**config.mk**
```make
export PLATFORM = sky130hd
export DESIGN_NAME = vpts_viewport
export DESIGN_NICKNAME = d
export VERILOG_FILES = /design/src/sv/vpts_pkg.sv /design/src/sv/vpts_viewport.sv
export SDC_FILE = /design/constraint.sdc
export NUM_CORES = 2
export LEC_CHECK = 0
export BUFFER_PORTS_ARGS = -buffer_cell sky130_fd_sc_hd__buf_2
export CAP_MARGIN = 10
export CORE_MARGIN = 3
export CORE_UTILIZATION = 32
export DETAILED_ROUTE_END_ITERATION = 12
export PLACE_DENSITY = 0.56
export SETUP_SLACK_MARGIN = 0.4
export SYNTH_ARGS = -nofsm -noshare
export SYNTH_HDL_FRONTEND = slang
export SYNTH_SLANG_ARGS = --single-unit
```
**constraint.sdc**
```tcl
create_clock -name clk -period 7.2 [get_ports clk]
set_input_delay 1.08 -clock clk [delete_from_list [all_inputs] [get_ports clk]]
set_output_delay 1.08 -clock clk [all_outputs]
set_load 0.01 [all_outputs]
```
**src/sv/vpts_pkg.sv**
```systemverilog
// ============================================================================
// vpts_pkg: shared types and constants of the vertex projection block
// Number formats, pipeline stage records and the coordinate saturation helper.
// ============================================================================
`default_nettype none

package vpts_pkg;

  localparam int COORD_WIDTH  = 32;
  localparam int FRAC_BITS    = 16;
  localparam int ENTRY_WIDTH  = 32;
  localparam int POINT_WIDTH  = 32;
  localparam int OUT_WIDTH    = 32;
  localparam int DIM_WIDTH    = 14;
  localparam int SAT_IN_WIDTH = 64;

  localparam logic OP_LOAD  = 1'b0;
  localparam logic OP_POINT = 1'b1;

  localparam logic [1:0] MAT_MODEL = 2'd0;
  localparam logic [1:0] MAT_VIEW  = 2'd1;
  localparam logic [1:0] MAT_PROJ  = 2'd2;

  typedef logic signed [COORD_WIDTH-1:0] coord_t;
  typedef logic signed [ENTRY_WIDTH-1:0] entry_t;

  localparam coord_t COORD_ONE = coord_t'(1 << FRAC_BITS);
  localparam coord_t COORD_MAX = {1'b0, {(COORD_WIDTH-1){1'b1}}};
  localparam coord_t COORD_MIN = {1'b1, {(COORD_WIDTH-1){1'b0}}};

  typedef struct packed {
    logic       op;
    logic [1:0] sel;
    logic [1:0] row;
    logic [1:0] col;
    entry_t     value;
  } tag_t;

  typedef struct packed {
    logic         valid;
    tag_t         tag;
    coord_t [3:0] vec;
  } xstage_t;

  typedef struct packed {
    logic   valid;
    coord_t x;
    coord_t y;
    coord_t w;
  } clip_t;

  typedef struct packed {
    logic   valid;
    logic   w_zero;
    coord_t x;
    coord_t y;
  } ndc_t;

  typedef struct packed {
    logic                        w_zero;
    logic signed [OUT_WIDTH-1:0] sx;
    logic signed [OUT_WIDTH-1:0] sy;
  } pix_t;

  function automatic coord_t sat_coord(input logic signed [SAT_IN_WIDTH-1:0] v);
    coord_t r;
    if (v > SAT_IN_WIDTH'(COORD_MAX)) begin
      r = COORD_MAX;
    end else if (v < SAT_IN_WIDTH'(COORD_MIN)) begin
      r = COORD_MIN;
    end else begin
      r = coord_t'(v);
    end
    return r;
  endfunction

endpackage

`default_nettype wire

```
**src/sv/vpts_viewport.sv**
```systemverilog
// ============================================================================
// vpts_viewport: maps normalized x and y to screen pixels
// Offset, scale by the screen size, halve toward zero and saturate.
// ============================================================================
`default_nettype none

module vpts_viewport (
  input  logic                           clk,
  input  logic                           rst_n,
  input  logic                           adv,
  input  logic [vpts_pkg::DIM_WIDTH-1:0] screen_width,
  input  logic [vpts_pkg::DIM_WIDTH-1:0] screen_height,
  input  vpts_pkg::ndc_t                 n_in,
  output logic                           vp_valid,
  output vpts_pkg::pix_t                 vp_pix
);
  import vpts_pkg::*;

  localparam int A_WIDTH     = COORD_WIDTH + 1;
  localparam int SCALE_WIDTH = DIM_WIDTH + 1;
  localparam int P_WIDTH     = A_WIDTH + SCALE_WIDTH;

  typedef logic signed [A_WIDTH-1:0] ofs_t;
  typedef logic signed [P_WIDTH-1:0] scl_t;
  typedef logic signed [OUT_WIDTH-1:0] out_t;

  logic s1_valid_r, s2_valid_r, s3_valid_r;
  logic s1_wz_r, s2_wz_r;
  ofs_t ax_r, ay_r;
  scl_t px_r, py_r;
  pix_t pix_nxt, pix_r;

  function automatic out_t halve_sat(input scl_t p);
    scl_t h;
    out_t r;
    h = (p + scl_t'(p[P_WIDTH-1])) >>> 1;
    if (h > scl_t'({1'b0, {(OUT_WIDTH-1){1'b1}}})) begin
      r = {1'b0, {(OUT_WIDTH-1){1'b1}}};
    end else if (h < scl_t'(signed'({1'b1, {(OUT_WIDTH-1){1'b0}}}))) begin
      r = {1'b1, {(OUT_WIDTH-1){1'b0}}};
    end else begin
      r = out_t'(h);
    end
    return r;
  endfunction

  always_comb begin
    pix_nxt.w_zero = s2_wz_r;
    pix_nxt.sx     = halve_sat(px_r);
    pix_nxt.sy     = halve_sat(py_r);
  end

  always_ff @(posedge clk) begin
    if (!rst_n) begin
      s1_valid_r <= 1'b0;
      s2_valid_r <= 1'b0;
      s3_valid_r <= 1'b0;
    end else if (adv) begin
      s1_valid_r <= n_in.valid;
      s2_valid_r <= s1_valid_r;
      s3_valid_r <= s2_valid_r;
    end
  end

  always_ff @(posedge clk) begin
    if (adv) begin
      s1_wz_r <= n_in.w_zero;
      ax_r    <= ofs_t'(n_in.x) + ofs_t'(COORD_ONE);
      ay_r    <= ofs_t'(COORD_ONE) - ofs_t'(n_in.y);
      s2_wz_r <= s1_wz_r;
      px_r    <= ax_r * signed'({1'b0, screen_width});
      py_r    <= ay_r * signed'({1'b0, screen_height});
      pix_r   <= pix_nxt;
    end
  end

  assign vp_valid = s3_valid_r;
  assign vp_pix   = pix_r;

endmodule

`default_nettype wire

```
; Word-level counts from Yosys, hierarchy flattened
; Index checks and enable logic that the tools add are counted.
[totals]
elab_cells = 24
regBits = 232
[classes]
n_addsub = 4
mul = 2
n_mux = 2
order_cmp = 4
[ops]
columns = cell, n
row1 = adder 48 x 1 -> 48 bit, 2
row2 = multiplier 33 x 15 -> 48 bit, 2
row3 = greater-than comparator 47 x 32 -> 1 bit (second input constant), 2
row4 = less-than comparator 47 x 32 -> 1 bit (second input constant), 2
row5 = two-way mux 32 bit, 2
row6 = adder 32 x 18 -> 33 bit (second input constant), 1
row7 = subtractor 18 x 32 -> 33 bit (first input constant), 1

; Longest topological paths before layout
[depth]
word_depth = 3
mapped_depth = 27
mapped_depth_nobuf = 25

; Least setup slack after synthesis
; Ideal clock, no wire load.
[synth_path]
path_type = input-to-reg
start = input port screen_width[0] in the netlist's numbering
end = register px_r[45], data pin
path_stages = 25
t_required_ns = 6.934
arrival_time_ns = 7.158
setup_time_ns = 0.266
slack_ns = -0.224
cell_sequence = clkbuf_1 > and2_1 > fa_1 > inv_1 > fa_1 > inv_1 > fa_1 > fa_1 > fa_1 > inv_1 > fa_1 > inv_1 > ha_1 > clkbuf_1 > o21ai_0 > a211o_1 > a211o_1 > a211oi_1 > o21ai_0 > o211a_1 > a21oi_1 > a41oi_1 > a21oi_1 > o41ai_1 > xnor2_1
[synth_between]
elab_chain_cells = 1
[synth_rtl]
columns = item, line_no
row1 = "start, declared", vpts_viewport.sv:11  ; input logic [vpts_pkg::DIM_WIDTH-1:0] screen_width,
row2 = multiplier 33 x 15 -> 48 bit, vpts_viewport.sv:71  ; px_r <= ax_r * signed'({1'b0, screen_width});
row3 = "end signal, assigned", vpts_viewport.sv:71
row4 = "end, declared", vpts_viewport.sv:30  ; scl_t px_r, py_r;
; Every way passes these cells.
; A chain may end at the register's enable or synchronous reset.

; Worst setup path in the final report
[layout_path]
start = input port screen_width[10] in the netlist's numbering
end = register px_r[45], data pin
; The elaborated chain is that of the path after synthesis.

==> results by group <==
Outcome
  • Outcome: finished, final reports clean

Hold path
  • Hold Path Origin: s2_wz_r
  • Worst hold-check path type: reg -> reg
  • Worst hold endpoint: vp_pix[64]
  • Hold depth: 0

Finish
  • Final Util: 37.6%
  • Non-Filler Instances: 7159
  • Area Growth Syn to Fin: 16.6%
  • Fin nets: about 6500
  • Ant diodes: 0
  • Share of cells above drive strength 1: ~14%
  • Footprint of the multi-input gates: roughly 35000 um2
  • Sequential Area: 6940 um2
  • Fillers: approximately 14000

Setup path
  • Slowest stage delay, CP: 0.54 ns
  • CP max stage cell: fa_2
  • Crit path required time: between 7 and 8 ns
  • Reg-to-Reg End: px_r[45]
  • R2R depth: 26
  • Worst Setup End Kind: flip-flop
  • Cell family with most CP delay: adder cells
  • Worst Setup Path Type: in -> reg
  • Crit path DAT: between 7 and 8 ns
  • CP Max Fanout: 8
  • R2r startpoint: ax_r[14]
  • Startpoint types: primary input
  • Critical Path Stages: 26
  • Crit path buf inv count: 7
  • Flop2flop setup slack: 0.43 ns

Logic synthesis
  • Mean Syn Cell Area: between 9 and 10 um2
  • Top FF cell, synth: edfxtp_1
  • Synthesis Warnings: 0
  • Synth Cell Area: between 40000 and 50000 um2
  • Mapped Cells: a little under 5000
  • Count of cell types in the netlist: 84
  • #FFs+latches synth: between 200 and 250
  • Async SR Flop Fraction: 0%
  • Post-synthesis sequential area ratio: between 15 and 20%
  • Number of synthesized flops with an enable pin: around 230
  • Syn Nets: approximately 6000

STA
  • Tmin final: slightly below 7 ns
  • Clock skew: 0.0423 ns
  • FMAX: between 100 and 150 MHz
  • TNS Setup: 0 ns
  • Setup violations, final: 0
  • Max-slew violations: 0
  • Slew headroom: about a quarter
  • Period utilization: a little over nine tenths
  • RSZ-0062 raised after global routing: true
  • Slew at the pin closest to its max-slew limit: 1.11 ns
  • Hold Vio Cnt, Final: 0

Routing
  • First-pass detailed-route iteration total: 8
  • DR iter-0 viols: ~1400
  • Routed Antenna Nets: 0
  • Vias/cell: roughly 4.7
  • Post-detailed-route wirelength per cell: 16.4 um
  • Total routed wirelength: ~120 mm
  • Post-route DRC: 0
  • Via count: ~34000

Floorplan
  • Core Rows: approximately 140
  • Core box area: 142000 um2
  • Die Span X: ~380 um
  • Die Y-Extent: 384 um
  • Die Area: approximately 150000 um2
  • Initial Util: roughly 32%
  • IO Count: roughly 160

Global route
  • Total congestion overflow: 0
  • Total track usage: 16.4%
  • First-pass GRT wire length: around 200 mm
  • Initial antenna violation count: 1
  • Largest net degree at the start of global routing: roughly 110
  • Vias in the first global route: ~37000

Clock network
  • Root buf cell: clkbuf_16
  • Worst skew pair latency: just under 0.6 ns
  • Number of buffers created by CTS: 35
  • H-Tree Depth: 2
  • Hold_buf cts: 0
  • Clk sink count: 232
  • CTS tree: done
  • Worst-path clk slew: 0.06 ns
  • CTS max path bufs: 3

Placed design
  • Buffers on Ports: about 160
  • Placed Cells: between 7000 and 8000
  • RD Place Congestion: approximately 0.85
  • Detail Placement HPWL: between 90 and 100 mm

Run
  • Max cap viols: 0
## metal layers
layer	track usage, %	wire length, um
met1	20.7	50800
met3	1.87	4730
met5	0	0
met2	29.9	59600
met4	3.31	1960
## sequential cells by signal (all words and copies together), names as in the netlist
name,cells
s1_valid_r,1
s1_wz_r,1
vp_pix,65
ax_r,33
px_r,48
s2_wz_r,1
vp_valid,1
s2_valid_r,1
py_r,48
ay_r,33
## timing repair
action / in CTS / in global routing
gates resized for setup: 43 / 145
pin swaps: 22 / 77
setup buffers: 42 / 27
endpoints found under the setup margin: 13 / 27
cloned: 1 / 3
## kinds of logic (layout without fill, tap and decap cells)
| group | count (synthesis) | in the layout | share of synthesized area (%) |
|---|---|---|---|
| adders and majority gates | 1158 | 1158 | 45.5 |
| buffers and inverters | 1147 | 1552 | 9.54 |
| AOI/OAI and AO/OA | 644 | 644 | 9.31 |
| muxes | 4 | 4 | 0.0874 |
| and+or+nand+nor | 1459 | 1459 | 16.2 |
| xor gates and xnor gates | 220 | 220 | 4.24 |
| DFF | 232 | 232 | 15.1 |
## cells in the mapped netlist (48+ instances only)
library cell	instances	area (um2)
a21o_1	118	886
clkbuf_1	170	638
xor2_1	76	666
nand2_1	531	1990
ha_1	312	3900
fa_1	846	16900
edfxtp_1	229	6880
a21oi_1	175	876
and2_1	557	3480
xnor2_1	142	1240
nor2_1	129	484
inv_1	951	3570
o21ai_0	97	485
nand3_1	48	240
## metrics by stage
stage	setup slack, ns	instance area, um2	hold WS (ns)
2_1_floorplan	0.247	46100	0.400
3_3_place_gp	-0.365	51000	0.413
3_5_place_dp	-0.439	51000	0.453
4_1_cts	0.392	52700	0.469
5_1_grt	0.142	53400	0.483
6_report	0.361	53400	0.480
## layout by cell type, fill, tap and decap left out, types with 38 or more instances in the layout
| cell | count |
|---|---|
| nor2_1 | 126 |
| nand3_1 | 47 |
| nor3_1 | 38 |
| ha_1 | 289 |
| buf_2 | 140 |
| xnor2_1 | 142 |
| o21ai_1 | 47 |
| a21oi_1 | 164 |
| edfxtp_1 | 229 |
| and2_1 | 538 |
| inv_1 | 929 |
| fa_1 | 835 |
| clkbuf_16 | 38 |
| a21o_1 | 118 |
| nand2_1 | 527 |
| buf_4 | 341 |
| xor2_1 | 75 |
| o21ai_0 | 84 |
## cell type report
type                    count  share of cell area [%]
repair buffers            539                    7.89
flip-flops and latches    232                    13.0
multi-input cells        3485                    65.9
clock inverters            21                   0.431
inverters                 951                    6.68
clock buffers              41                    1.68
well taps                1890                    4.43
## worst max-delay path by stage
stage,startpoint,endpoint,slack (ns)
6_report,screen_width[10],px_r[45],0.36
5_1_grt,screen_width[8],px_r[45],0.14
4_1_cts,screen_width[5],px_r[45],0.39
3_5_place_dp,screen_width[9],px_r[47],-0.44
3_3_place_gp,screen_width[1],px_r[45],-0.37
2_1_floorplan,screen_width[0],px_r[45],0.25
Power is left out: the tool's default activity adds up to more than one toggle a clock period on the data nets, which glitch-free logic cannot reach.
